## config.mk

```make
export PLATFORM = sky130hd
export DESIGN_NAME = lli_divider
export DESIGN_NICKNAME = d
export VERILOG_FILES = /design/src/design/lli_divider.sv
export SDC_FILE = /design/constraint.sdc
export NUM_CORES = 1
export LEC_CHECK = 0
export BUFFER_PORTS_ARGS = -buffer_cell sky130_fd_sc_hd__buf_2
export CAP_MARGIN = 20
export CORE_MARGIN = 2
export CORE_UTILIZATION = 50
export DETAILED_ROUTE_END_ITERATION = 16
export PLACE_DENSITY = 0.8
export SLEW_MARGIN = 25
export SYNTH_ARGS = -nofsm -noshare
export SYNTH_HDL_FRONTEND = slang
export SYNTH_SLANG_ARGS = --single-unit
```

## constraint.sdc

```tcl
create_clock -name i_clk -period 3.7 [get_ports i_clk]
set_input_delay 0.74 -clock i_clk [delete_from_list [all_inputs] [get_ports i_clk]]
set_output_delay 0.74 -clock i_clk [all_outputs]
set_load 0.01 [all_outputs]
```

## src/design/lli_divider.sv

```systemverilog
// Restoring divider, one quotient bit per cycle.
module lli_divider #(
    parameter int QW = 48
) (
    input  logic          i_clk,
    input  logic          i_rst_n,
    input  logic          i_start,
    input  logic [QW-1:0] i_num,
    input  logic [31:0]   i_den,
    output logic          o_done,
    output logic [QW-1:0] o_quo
);
    localparam int CW = $clog2(QW + 1);
    logic [QW-1:0] r_q;
    logic [32:0]   r_rem;
    logic [CW-1:0] r_cnt;
    logic          r_busy;
    logic [32:0]   w_try;

    assign w_try  = {r_rem[31:0], r_q[QW-1]};
    assign o_quo  = r_q;
    assign o_done = r_busy && (r_cnt == '0);

    always_ff @(posedge i_clk) begin
        if (!i_rst_n) begin
            r_busy <= 1'b0;
            r_cnt  <= '0;
        end else if (i_start) begin
            r_busy <= 1'b1;
            r_cnt  <= CW'(QW);
            r_q    <= i_num;
            r_rem  <= '0;
        end else if (r_busy && r_cnt != '0) begin
            r_cnt <= r_cnt - 1'b1;
            if (w_try >= {1'b0, i_den}) begin
                r_rem <= w_try - {1'b0, i_den};
                r_q   <= {r_q[QW-2:0], 1'b1};
            end else begin
                r_rem <= w_try;
                r_q   <= {r_q[QW-2:0], 1'b0};
            end
        end else if (r_busy) begin
            r_busy <= 1'b0;
        end
    end
endmodule

```

; ---- Word level (Yosys, flattened, before mapping)
; Cells that the tools add are included.
; W data, S select, Z words.
[word_totals]
ff_bits = 87
wordCells = 26
[op_classes]
n_addsub = 2
magnitude_cmp = 1
eq_ne = 1
muxes = 9
bitwise_logic = 1
reduce_logical = 7
[op_table]
columns = cell, n
row1 = $mux W48, 2
row2 = $mux W32, 2
row3 = $ge A33 B32 Y1, 1
row4 = $sub A32 B32 Y32, 1
row5 = $mux W6, 2
row6 = $logic_not A6 Y1, 1
row7 = $reduce_bool A6 Y1, 1
row8 = $sub A6 B1 Y6 const B, 1
row9 = $mux W1, 3
row10 = $logic_and A1 B1 Y1, 2
row11 = $ne A2 B2 Y1 const B, 1
row12 = $reduce_and A2 Y1, 1
row13 = $reduce_bool A2 Y1, 1
row14 = $reduce_or A2 Y1, 1
row15 = $not A1 Y1, 1

; ---- Logic depth before layout (Yosys ltp)
[depth]
word_depth = 4
mapped_depth = 14

; ---- Least setup slack after synthesis
; No wires, ideal clock.
[synth_path]
path_type = input-to-reg
from = input i_start
to = register r_q[0], in the netlist o_quo[0], enable pin
setup_time_ns = 0.444
arrival_time_ns = 3.421
setup_slack_ns = -0.165
path_stages = 4
path_buffers = 3
cell_sequence = clkbuf_1 > clkbuf_1 > clkbuf_1 > o21a_1
[synth_between]
elab_chain_cells = 2
[synth_lines]
columns = item, line_no
row1 = start: declaration, 7  ; input logic i_start,
row2 = $reduce_bool A2 Y1 (no line), --
row3 = $reduce_and A2 Y1 (no line), --
row4 = end signal: assignment, 31  ; r_q <= i_num;
row5 = end signal: assignment, 37  ; r_q <= {r_q[QW-2:0], 1'b1};
row6 = end signal: assignment, 40  ; r_q <= {r_q[QW-2:0], 1'b0};
row7 = end: declaration, 14  ; logic [QW-1:0] r_q;
; Every way passes these cells.
; A chain may end at the register's enable or synchronous reset.

; ---- Worst setup path after layout
[layout_path]
from = register r_q[47], in the netlist o_quo[47]
to = register r_rem[28] (data pin)
[layout_between]
elab_chain_cells = 3
[layout_lines]
columns = item, line_no
row1 = $sub A32 B32 Y32 or $ge A33 B32 Y1 (tied branches), "36, 35"
row2 = $mux W32 *, 35  ; if (w_try >= {1'b0, i_den}) begin
row3 = $mux W32 *, 33  ; end else if (r_busy && r_cnt != '0) begin
row4 = end signal: assignment, 36  ; r_rem <= w_try - {1'b0, i_den};
row5 = end signal: assignment, 39  ; r_rem <= w_try;
row6 = end: declaration, 15  ; logic [32:0] r_rem;
; Every way passes the cells marked *; elsewhere a longest branch is shown, timed or not. The select of a mux whose other input is x is not followed.

==> flow_summary_export.csv <==
group,metric,value,unit
outcome,status,"completed",
hold_path,holdPathEnd,"r_cnt[2]",
timing,worst_hold_slack,485,ps
finish,drive_above_1_share,32.0,%
finish,nNetsFinal,808,
floorplan,num_io_pins,132,
worst_setup_path,crit_required,3810,ps
timing,max_freq,299,MHz
job,maxCapViolCount,0,
cts,cts_tree,"built",
placed_design,gp_congestion,0.872,
cts,cts_buffer_depth,2,
finish,syn_to_final_growth,20.8,%
global_route,antenna_found_initial,0,
global_route,track_usage,22.7,%
cts,insertion_delay,350,ps
detailed_routing,via_count,4796,
timing,final-setup-viol-count,0,
worst_setup_path,cp-start-kind,"register",
worst_setup_path,r2r_setup_slack,350,ps
detailed_routing,top_layer,"met4",
worst_setup_path,rr_worst_depth,13,
floorplan,die_h,111,um
logic_synthesis,yosys_warnings,0,
logic_synthesis,synth_fp_nets,672,
power_and_ir_drop,report.power.total,3.13,mW
hold_path,hp-class,"register to register",
hold_path,min_from,"r_busy",
logic_synthesis,ys_async_sr_fraction,0,%
logic_synthesis,synth.distinct_cells,57,
detailed_routing,initialDrtViolationCount,310,
floorplan,dieArea,0.0124,mm2
detailed_routing,ant_nets,0,
power_and_ir_drop,powerDensity,449,mW/mm2
timing,rsz0062_at_grt,"false",
timing,finalHoldViolations,0,
timing,max_slew_margin,61.6,%
cts,cts_buffers,9,
worst_setup_path,timing.rr.end,"r_rem[28]",
logic_synthesis,synthesis.area,0.00576,mm2
cts,cts_sinks,87,
global_route,grt_pass1_vias,4930,
finish,design_area,0.00696,mm2
timing,post-route-min-period,3350,ps
worst_setup_path,critPathMaxFanout,3,
timing,skew,12.2,ps
detailed_routing,viasPerCell,5.72,
power_and_ir_drop,vdd_ir_drop_max,0.309,mV
worst_setup_path,arrival,3460,ps
floorplan,row_count,39,
logic_synthesis,yosys_register_bits,87,
placed_design,numPortBuffers,131,
detailed_routing,drtPass1Iterations,5,
power_and_ir_drop,leakagePower,3.06,nW
timing,drv_slew,0,
logic_synthesis,ys_seq_area_share,44.1,%
detailed_routing,dr_wl_met3,1090,um
floorplan,core_area,0.0113,mm2
detailed_routing,drc,0,
logic_synthesis,netlist_instances,555,
cts,cts_hold_buffers,0,
detailed_routing,wl_met1,5580,um
timing,period_share,90.5,%
global_route,grt_pass1_wl,22800,um
cts,post-cts-setup-buffers,0,
detailed_routing,wire_per_inst,16.4,um
floorplan,die_w,111,um
cts,cts.repair.resized,0,
global_route,grt_max_degree,40,
placed_design,hpwlAfterDp,10400,um
worst_setup_path,timing.rr.start,"o_quo[47]",
timing,tightestPinTransition,576,ps
logic_synthesis,synth_ff_type,"edfxtp_1",
cts,cts_root_buf,"clkbuf_16",
timing,fin_tns_setup,0,ps
worst_setup_path,critical_path_class,"register to register",
worst_setup_path,worst_setup_path_end_kind,"register",
cts,htree_levels,3,
logic_synthesis,synth_edf_count,80,
global_route,grt_overflow_total,0,
placed_design,postPlaceCellArea,0.00665,mm2
cts,cts.clk_slew.worst_paths,70,ps
floorplan,start_util,50.9,%
logic_synthesis,avgSynthCellArea,10.4,um2
hold_path,holdPathStages,1,
finish,diodes,0,
detailed_routing,wirelength,13700,um
detailed_routing,wl_met2,6750,um
==> cells by family (layout without fill, tap and decap cells) <==
logic type      Yosys count  in the layout  share of synthesized area, %
fa+ha+maj                34             34                          7.51
compound gates          126            126                          14.2
flops                    87             87                          44.1
buf+inv                  71            212                          5.30
xor+xnor                 27             27                          4.10
mux                      64             64                          12.2
simple gates            146            146                          12.6
==> through the flow <==
stage	setup WS, ps	instances	utilization [%]
6_report	350	839	61.5
4_1_cts	380	839	61.5
5_1_grt	57.9	839	61.5
3_5_place_dp	27.9	823	58.8
3_3_place_gp	153	823	58.8
2_1_floorplan	353	555	-
==> cell usage after synthesis, drive strengths merged, types with 2 or more instances <==
| cell type | count | share of area (%) |
|---|---|---|
| edfxtp | 80 | 42 |
| mux2 | 48 | 9.4 |
| nor2 | 47 | 3.1 |
| inv | 46 | 3.0 |
| a21oi | 40 | 3.5 |
| nand2 | 39 | 2.8 |
| ha | 33 | 7.2 |
| clkbuf | 19 | 1.2 |
| o21ai | 18 | 1.6 |
| a21o | 16 | 2.1 |
| mux2i | 16 | 2.8 |
| nand3 | 16 | 1.5 |
| xnor2 | 16 | 2.4 |
| xor2 | 11 | 1.7 |
| o211ai | 9 | 1.2 |
| o21a | 9 | 1.2 |
| a211oi | 8 | 1.1 |
| dfxtp | 7 | 2.4 |
| a31oi | 6 | 0.65 |
| buf | 6 | 1.1 |
| nor2b | 6 | 0.65 |
| nor4 | 5 | 0.54 |
| and3 | 4 | 0.43 |
| nand2b | 4 | 0.43 |
| nand4 | 4 | 0.43 |
| nor3b | 4 | 0.52 |
| or3 | 4 | 0.43 |
| a221oi | 3 | 0.46 |
| a311oi | 3 | 0.46 |
| and2 | 3 | 0.37 |
| or4 | 3 | 0.39 |
| a211o | 2 | 0.30 |
| a21boi | 2 | 0.26 |
| nand3b | 2 | 0.26 |
| nor3 | 2 | 0.37 |
| o21bai | 2 | 0.26 |
| o31a | 2 | 0.30 |
| o31ai | 2 | 0.26 |
==> critical path: stages (launching register included) <==
cell,delay [ps]
edfxtp_1,420
inv_1,80
ha_1,170
fa_1,220
inv_1,60
a21o_1,190
a221oi_1,400
o21ai_0,240
a41oi_1,310
a221oi_1,130
buf_4,160
a221oi_1,330
nor4_1,80
a311o_1,330
==> per-layer routing <==
| metal | global-route usage, % | vias up |
|---|---|---|
| met5 | 0 | - |
| met3 | 7.40 | 29 |
| li1 | - | 2302 |
| met1 | 27.1 | 2252 |
| met2 | 38.7 | 213 |
| met4 | 7.98 | 0 |
==> sequential cells by signal (all words and copies together), names as in the netlist <==
| signal | cells |
|---|---|
| o_quo | 48 |
| r_cnt | 6 |
| r_busy | 1 |
| r_rem | 32 |
==> where the power goes <==
part | total (mW) | internal [mW] | switching [mW]
combinational | 0.930 | 0.419 | 0.511
sequential | 1.24 | 1.19 | 0.0479
clock | 0.961 | 0.539 | 0.421
total | 3.13 | 2.15 | 0.981
==> layout make-up <==
class,count,area [um2]
fillers,933,4360
multi-input cells,397,2920
flip-flops and latches,87,2540
repair buffers,150,836
clock buffers,9,225
well taps,143,179
inverters,46,173
clock inverters,7,83.8
==> cells in the final DEF, fill, tap and decap left out, types with 6 or more instances in the layout <==
| master | netlist | final |
|---|---|---|
| buf_2 | 3 | 131 |
| edfxtp_1 | 80 | 80 |
| mux2_2 | 48 | 48 |
| inv_1 | 46 | 46 |
| nor2_1 | 46 | 46 |
| a21oi_1 | 40 | 40 |
| nand2_1 | 36 | 36 |
| ha_1 | 33 | 33 |
| o21ai_0 | 17 | 17 |
| a21o_1 | 16 | 16 |
| xnor2_1 | 16 | 16 |
| mux2i_1 | 16 | 16 |
| buf_4 | 0 | 16 |
| nand3_1 | 15 | 15 |
| xor2_1 | 11 | 11 |
| o211ai_1 | 9 | 9 |
| clkbuf_16 | 0 | 9 |
| o21a_1 | 9 | 8 |
| a211oi_1 | 7 | 7 |
| dfxtp_1 | 7 | 7 |
| a31oi_1 | 6 | 6 |
| nor2b_1 | 6 | 6 |
==> worst max path at each step <==
stage | start | end | slack, ps | cells after the start
floorplan | i_den[24] | r_rem[15] | 350 | 14
global placement | i_den[0] | r_rem[28] | 150 | 13
detailed placement | i_den[0] | r_rem[26] | 30 | 13
CTS | o_quo[47] | r_rem[28] | 380 | 13
global route | o_quo[47] | r_rem[28] | 60 | 13
finish | o_quo[47] | r_rem[28] | 350 | 13
Note: power is estimated with default switching activity, not from simulation.
